===== src/design/rlr_pkg.sv =====
package rlr_pkg;

   // register indexes on the csr port
   localparam logic REG_PARTITIONS = 1'b0;
   localparam logic REG_RATIO      = 1'b1;

   // register reset values and limits
   localparam logic [6:0]  PARTITIONS_RESET = 7'd2;
   localparam logic [6:0]  PARTITIONS_FLOOR = 7'd2;
   localparam logic [11:0] RATIO_RESET      = 12'd1399;
   localparam logic [11:0] RATIO_FLOOR      = 12'd256;

   // result field limits
   localparam logic [16:0] COST_MAX = 17'd131071;

   // command broadcast to every cell
   typedef enum logic [1:0] {
      CELL_HOLD,
      CELL_ADD,
      CELL_SHIFT
   } cell_op_type;

   // sequencer states
   typedef enum logic [2:0] {
      ST_IDLE,
      ST_INC,
      ST_SCAN,
      ST_CAPTURE,
      ST_DECIDE,
      ST_MERGE,
      ST_SHIFT,
      ST_DONE
   } state_type;

endpackage


===== src/design/rlr_cell.sv =====
module rlr_cell #(
   parameter int LOAD_WIDTH = 16,
   parameter int CNT_W      = 7,
   parameter int CELL_IDX   = 0
) (
   input  logic                    clock,
   input  logic                    reset,
   input  rlr_pkg::cell_op_type    op,
   input  logic [CNT_W-1:0]        count,
   input  logic [CNT_W-1:0]        sel_pos,
   input  logic [CNT_W-1:0]        v_pos,
   input  logic [CNT_W-1:0]        u_pos,
   input  logic [CNT_W-1:0]        u_next,
   input  logic [LOAD_WIDTH-1:0]   add_val,
   input  logic [LOAD_WIDTH-1:0]   down_val,
   input  logic [LOAD_WIDTH-1:0]   up_val,
   input  logic [LOAD_WIDTH-1:0]   left_load,
   input  logic [LOAD_WIDTH-1:0]   right_load,
   output logic [LOAD_WIDTH-1:0]   load,
   // scan token from the previous cell
   input  logic [LOAD_WIDTH-1:0]   tin_min,
   input  logic [CNT_W-1:0]        tin_idx,
   input  logic [LOAD_WIDTH-1:0]   tin_left,
   input  logic [LOAD_WIDTH-1:0]   tin_right,
   input  logic [LOAD_WIDTH-1:0]   tin_first,
   input  logic [LOAD_WIDTH-1:0]   tin_last,
   input  logic [LOAD_WIDTH-1:0]   tin_tgt,
   input  logic [LOAD_WIDTH-1:0]   tin_max,
   // scan token to the next cell
   output logic [LOAD_WIDTH-1:0]   tout_min,
   output logic [CNT_W-1:0]        tout_idx,
   output logic [LOAD_WIDTH-1:0]   tout_left,
   output logic [LOAD_WIDTH-1:0]   tout_right,
   output logic [LOAD_WIDTH-1:0]   tout_first,
   output logic [LOAD_WIDTH-1:0]   tout_last,
   output logic [LOAD_WIDTH-1:0]   tout_tgt,
   output logic [LOAD_WIDTH-1:0]   tout_max
);

   localparam logic [CNT_W-1:0] MY_POS  = CNT_W'(CELL_IDX);
   localparam logic [CNT_W-1:0] MY_NEXT = CNT_W'(CELL_IDX + 1);
   localparam bit               IS_HEAD = (CELL_IDX == 0);

   logic [LOAD_WIDTH-1:0] load_ff, load_in;
   logic [LOAD_WIDTH:0]   sum;
   logic [LOAD_WIDTH-1:0] sat_sum;
   logic [LOAD_WIDTH-1:0] b_self, b_left;
   logic                  active;

   logic [LOAD_WIDTH-1:0] min_ff, min_in;
   logic [CNT_W-1:0]      idx_ff, idx_in;
   logic [LOAD_WIDTH-1:0] left_ff, left_in;
   logic [LOAD_WIDTH-1:0] right_ff, right_in;
   logic [LOAD_WIDTH-1:0] first_ff, first_in;
   logic [LOAD_WIDTH-1:0] last_ff, last_in;
   logic [LOAD_WIDTH-1:0] tgt_ff, tgt_in;
   logic [LOAD_WIDTH-1:0] max_ff, max_in;
   logic                  take_min;

   assign active = (MY_POS < count);

   // saturating add of the broadcast amount
   assign sum     = {1'b0, load_ff} + {1'b0, add_val};
   assign sat_sum = sum[LOAD_WIDTH] ? {LOAD_WIDTH{1'b1}} : sum[LOAD_WIDTH-1:0];

   // ring contents after the lightest slot is removed, here and one slot to the left
   assign b_self = ((v_pos <= MY_POS) && (MY_NEXT < count)) ? right_load : load_ff;
   assign b_left = ((v_pos < MY_POS) && (MY_POS < count)) ? load_ff : left_load;

   // load update
   always_comb begin
      load_in = load_ff;
      case (op)
         rlr_pkg::CELL_ADD: begin
            if (sel_pos == MY_POS) load_in = sat_sum;
         end
         rlr_pkg::CELL_SHIFT: begin
            if (active) begin
               if (MY_POS == u_pos)       load_in = down_val;
               else if (MY_POS == u_next) load_in = up_val;
               else if (MY_POS > u_next)  load_in = b_left;
               else                       load_in = b_self;
            end
         end
         default: load_in = load_ff;
      endcase
   end

   always_ff @(posedge clock) begin
      if (reset) begin
         load_ff <= '0;
      end else begin
         load_ff <= load_in;
      end
   end

   assign load = load_ff;

   // scan token: lightest slot with its ring neighbors, plus target, ends and max
   assign take_min = active && (IS_HEAD || (load_ff < tin_min));

   always_comb begin
      min_in   = take_min ? load_ff : tin_min;
      idx_in   = take_min ? MY_POS : tin_idx;
      left_in  = take_min ? left_load : tin_left;
      first_in = IS_HEAD ? load_ff : tin_first;
      right_in = tin_right;
      if (take_min) right_in = (MY_NEXT == count) ? first_in : right_load;
      last_in  = (MY_NEXT == count) ? load_ff : tin_last;
      tgt_in   = (active && (MY_POS == sel_pos)) ? load_ff : tin_tgt;
      max_in   = (active && (IS_HEAD || (load_ff > tin_max))) ? load_ff : tin_max;
   end

   always_ff @(posedge clock) begin
      min_ff   <= min_in;
      idx_ff   <= idx_in;
      left_ff  <= left_in;
      right_ff <= right_in;
      first_ff <= first_in;
      last_ff  <= last_in;
      tgt_ff   <= tgt_in;
      max_ff   <= max_in;
   end

   assign tout_min   = min_ff;
   assign tout_idx   = idx_ff;
   assign tout_left  = left_ff;
   assign tout_right = right_ff;
   assign tout_first = first_ff;
   assign tout_last  = last_ff;
   assign tout_tgt   = tgt_ff;
   assign tout_max   = max_ff;

endmodule


===== config.mk =====
export PLATFORM = sky130hd
export DESIGN_NAME = rlr_cell
export DESIGN_NICKNAME = d
export VERILOG_FILES = /design/src/design/rlr_pkg.sv /design/src/design/rlr_cell.sv
export SDC_FILE = /design/constraint.sdc
export NUM_CORES = 1
export LEC_CHECK = 0
export BUFFER_PORTS_ARGS = -buffer_cell sky130_fd_sc_hd__buf_2
export CORE_AREA = 3 3 146 148
export CTS_BUF_LIST = sky130_fd_sc_hd__clkbuf_4 sky130_fd_sc_hd__clkbuf_8
export DETAILED_ROUTE_END_ITERATION = 16
export DIE_AREA = 0 0 149 151
export PLACE_DENSITY_LB_ADDON = 0.15
export SLEW_MARGIN = 10
export SYNTH_ARGS = -nofsm -noshare
export SYNTH_HDL_FRONTEND = slang
export SYNTH_SLANG_ARGS = --single-unit
export TNS_END_PERCENT = 20

===== constraint.sdc =====
create_clock -name clock -period 2.9 [get_ports clock]
set_clock_uncertainty 0.1 [all_clocks]
set_input_delay 0.58 -clock clock [delete_from_list [all_inputs] [get_ports clock]]
set_output_delay 0.58 -clock clock [all_outputs]
set_load 0.02 [all_outputs]

======== Word-level counts from Yosys, hierarchy flattened ========
Index checks and enable logic that the tools add are counted.
cells by class
  add/subtract/negate cells ............... 1
  $mul .................................... 0
  div/mod/pow operators ................... 0
  magnitude comparators ................... 5
  equal/unequal tests ..................... 7
  shift-type cells ........................ 0
  mux-type cells .......................... 16
  bitwise logic cells ..................... 0
  reduce and logical (&&, ||, !) cells .... 8
operators with widths
  kind                  count
  $mux W16              15
  $pmux W16 S2          1
  $logic_not A7 Y1      3
  $add A16 B16 Y17      1
  $lt A1 B7 Y1 const A  2
  $ne A5 B5 Y1 const B  2
  $eq A1 B7 Y1 const A  1
  $gt A1 B7 Y1 const A  1
  $le A7 B1 Y1 const B  1
  $lt A7 B1 Y1 const B  1
  $reduce_and A5 Y1     1
  $ne A2 B2 Y1 const B  2
  $logic_and A1 B1 Y1   3
  $eq A2 B1 Y1 const B  1
  $eq A2 B2 Y1 const B  1
  $reduce_bool A2 Y1    1
word-level totals
  flip-flop bits (word level) ............. 135
  bits in latches ......................... 0
  RAM bits ................................ 0
  memory bits (read-only) ................. 0
  output and inout port bits .............. 135
  memories kept ........................... 0

======== Longest topological paths before layout ========
  word-level depth ........................ 8
  gate-level depth with buffers ........... 9
  depth with buffers taken out ............ 8

======== Worst setup path after synthesis ========
No wires, ideal clock.
  path type ............................... input -> register
  start point ............................. input add_val[0]
  end point ............................... register load_ff[10] (netlist: load[10])
  library setup time ...................... 0.071 ns
  data arrival time ....................... 2.501 ns
  required time ........................... 2.729 ns
  path slack .............................. 0.228 ns
  stages .................................. 8
  path buffers ............................ 0
  path through ............................ ha_1 > fa_1 > a211oi_1 > o211ai_1 > a221o_1 > xnor2_1 > a221o_1 > a21oi_1
between the ends
  cells in the longest elaborated chain, start to end .. 4
RTL lines
  element               line            source
  from (decl)           rlr_cell.sv:14  input logic [LOAD_WIDTH-1:0] add_val,
  $add A16 B16 Y17      rlr_cell.sv:63  assign sum = {1'b0, load_ff} + {1'b0, add_val};
  $mux W16              rlr_cell.sv:64  assign sat_sum = sum[LOAD_WIDTH] ? {LOAD_WIDTH{1'b1}} : sum[LOAD_WIDTH-1:0];
  $mux W16              rlr_cell.sv:75  if (sel_pos == MY_POS) load_in = sat_sum;
  $pmux W16 S2          rlr_cell.sv:73  case (op)
  to (signal assigned)  rlr_cell.sv:93  load_ff <= load_in;
  to (decl)             rlr_cell.sv:44  logic [LOAD_WIDTH-1:0] load_ff, load_in;
Every way passes these cells. The select of a mux whose other input is x is not followed.
A chain may end at the register's enable or synchronous reset.

======== Worst setup path in the final report ========
  start point ............................. register load_ff[0] (netlist: load[0])
  end point ............................... register load_ff[10] (netlist: load[10])
between the ends
  cells in the longest elaborated chain, start to end .. 4
RTL lines
  element           line
  $add A16 B16 Y17  rlr_cell.sv:63
  $mux W16          rlr_cell.sv:64
  $mux W16          rlr_cell.sv:75
  $pmux W16 S2      rlr_cell.sv:73
Every way passes these cells. The select of a mux whose other input is x is not followed.

==> impl_metrics.env <==
export IMPL_synth_nets=890
export IMPL_rows=52
export IMPL_cp_slowest_cell="fa_1"
export IMPL_relSlewSlack_pct=47.4
export IMPL_cp_end_kind="register"
export IMPL_p_leak_uw=0.00439
export IMPL_final_cell_area_um2=8360
export IMPL_holdPathEnd="tout_left[1]"
export IMPL_min_delay_start="tin_left[1]"
export IMPL_syn_to_final_growth_pct=47.9
export IMPL_start_kind="register"
export IMPL_drtIter0Drc=223
export IMPL_cp_max_fo=3
export IMPL_cts_sinks=135
export IMPL_cpPeakStageDelay_ps=400
export IMPL_die_area_um2=22500
export IMPL_place_congestion=0.850
export IMPL_antenna_found_initial=2
export IMPL_synth_edff_count=0
export IMPL_ys_ff_latch=135
export IMPL_worst_pin_slew_ps=788
export IMPL_overflow=0
export IMPL_status="finished clean"
export IMPL_io_buffer_count=356
export IMPL_synth_top_area_share_pct=47.8
export IMPL_period_needed_ps=2600
export IMPL_layout_nets=1276
export IMPL_placedCellCount=1272
export IMPL_reg2reg_from="load[0]"
export IMPL_fin_crit_sh_pct=89.8
export IMPL_p_int_uw=2990
export IMPL_ys_types=49
export IMPL_hold_path_class="input pin to register"
export IMPL_rr_worst_depth=8
export IMPL_ys_seq_area_share_pct=47.8
export IMPL_layout_commonest_cell="buf_2"
export IMPL_worst_path_buf_inv=0
export IMPL_clockBufferDepth=2
export IMPL_clock_latency_ps=450
export IMPL_start_util_pct=28.0
export IMPL_avgSynthCellArea_um2=8.90
export IMPL_drt_wl_total_um=22900
export IMPL_power_switching_uw=1400
export IMPL_postCtsSetupRepairBufs=0
export IMPL_synthCells=635
export IMPL_combPwrFrac_pct=19.9
export IMPL_synth_flop_cell="dfxtp_1"
export IMPL_cts_resized=0
export IMPL_critPathKind="register to register"
export IMPL_grt_max_degree=49
export IMPL_reg2reg_slack_ps=300
export IMPL_synth_warnings=0
export IMPL_die_w_um=149
export IMPL_drive_gt1_share_pct=45.4
export IMPL_dr_pass1_iters=5
export IMPL_switching_share_pct=31.8
export IMPL_post_route_util_pct=41.4
export IMPL_fill_cells=2158
export IMPL_setup_viol=0
export IMPL_fin_ws_ps=296
export IMPL_hold_ws_ps=214
export IMPL_pre_cts_ws_ps=-71.2
export IMPL_crit_required_ps=3180
export IMPL_syn_area_um2=5650
export IMPL_path_delay_family="compound AO/OA/AOI/OAI gates"
export IMPL_final_cell_mix="356 x buf_2, 199 x nand2_1, 135 x dfxtp_1"
export IMPL_h_tree_depth=4
export IMPL_path_clk_slew_ps=90
export IMPL_p_seq_share_pct=45.5
export IMPL_synthTopCellsByArea="dfxtp_1 48%, nand2_1 13%, mux2_2 6.4%"
export IMPL_finalHoldViolCount=0
export IMPL_antenna_cells=0
export IMPL_p_clk_share_pct=34.6
export IMPL_maxCapViolations=0
export IMPL_via_per_inst=4.52
export IMPL_arrival_ps=2880
export IMPL_place_hpwl_um=18200
export IMPL_final_cells=1304
export IMPL_dpl_cell_area_um2=7970
export IMPL_slew_violations=0
export IMPL_power_density_nw_per_um2=525
export IMPL_rsz0062_at_grt="no"
export IMPL_cts_hold_buf=0
export IMPL_crit_top_cell="a221o_1"
export IMPL_wl_per_cell_um=17.5
export IMPL_drc_errors=0
export IMPL_grt_pass1_vias=5543
export IMPL_cts_inserted_buffers=17
export IMPL_vias=5892
export IMPL_root_buffer="clkbuf_8"
export IMPL_ir_worst_vdd_mv=0.197
export IMPL_grt_pass1_wl_um=32500
export IMPL_async_reset_ff_share_pct=0
export IMPL_cts_tree="built"
export IMPL_boundaryPins=373
export IMPL_drtAntennaViolNets=0
export IMPL_path_cells="ha_1 -> fa_1 -> a211oi_1 -> o211ai_1 -> a221o_1 -> xnor2_1 -> a221o_1 -> a21oi_1"
export IMPL_synth_largest_area_cell="dfxtp_1"
export IMPL_whs_path_depth=3
export IMPL_fmax_mhz=384
export IMPL_die_h_um=151
export IMPL_reg2reg_to="load[10]"
export IMPL_fp_coreArea_um2=20200
export IMPL_grtUsageTotal_pct=19.2
[how the worst max path moves through the flow]
stage,startpoint,end,slack (ps),cells past startpoint
final,load[0],load[10],300,8
after detailed placement,add_val[0],load[10],-70,9
after global placement,add_val[0],load[10],-80,9
after global routing,load[0],load[10],150,8
after CTS,load[0],load[10],300,8
after floorplan,add_val[0],load[10],230,8
[stage by stage]
stage,TNS [ps],total power (uW)
2_1_floorplan,0,2490
3_3_place_gp,-172,2920
3_5_place_dp,-146,2920
4_1_cts,0,4460
5_1_grt,0,4620
6_report,0,4390
[cells by family after synthesis]
| group | count (synthesis) | share of synthesized area [%] |
|---|---|---|
| multiplexers | 49 | 9.38 |
| adder cells (fa/ha/maj) | 17 | 3.90 |
| XOR/XNOR | 9 | 1.39 |
| flip-flops | 135 | 47.8 |
| buffers and inverters | 34 | 3.01 |
| AO/OA/AOI/OAI | 120 | 14.3 |
| AND/OR/NAND/NOR | 271 | 20.2 |
[final cells by class]
type                    count  area, um2  area share, %
repair buffers            396       2110           25.2
flip-flops and latches    135       2700           32.3
clock buffers              18        248           2.96
clock inverters            14        133           1.59
multi-input cells         466       2810           33.6
inverters                   5       18.8          0.225
well taps                 270        338           4.04
[flip-flops by register name, summed over array words and instances (netlist names)]
register and count:
load 16, tout_min 16, tout_max 16, tout_right 16, tout_left 16, tout_first 16
tout_idx 7, tout_tgt 16, tout_last 16
[tightest hold or removal path, cell delays in order]
cell and delay, ps:
buf_2 70, nand2_1 40, nand2_1 40
[cell usage after synthesis, drive strengths merged (6+ instances only)]
cell	n
a31o	10
and3	9
xnor2	6
a31oi	6
clkbuf	15
dfxtp	135
buf	14
a21o	8
mux2i	17
a21oi	33
nand2	199
nor3	7
ha	16
mux2	32
o21ai	26
a221o	9
nor2	27
[per-layer routing]
layer / track usage, % / vias to the layer above / routed length [um]
met5: 0 / - / 23
met4: 6.04 / 4 / 453
met3: 4.19 / 29 / 1350
met2: 32.9 / 210 / 11300
met1: 24.2 / 2669 / 9770
li1: - / 2980 / -
[power groups by stage]
stage / clock network [uW] / registers (uW) / logic [uW]
finish: 1520 / 2000 / 873
global placement: 0 / 2040 / 878
floorplan: 0 / 2200 / 292
CTS: 1580 / 2000 / 883
global route: 1650 / 2010 / 952
detailed placement: 0 / 2040 / 879
Power figures use the tool's default switching activity.
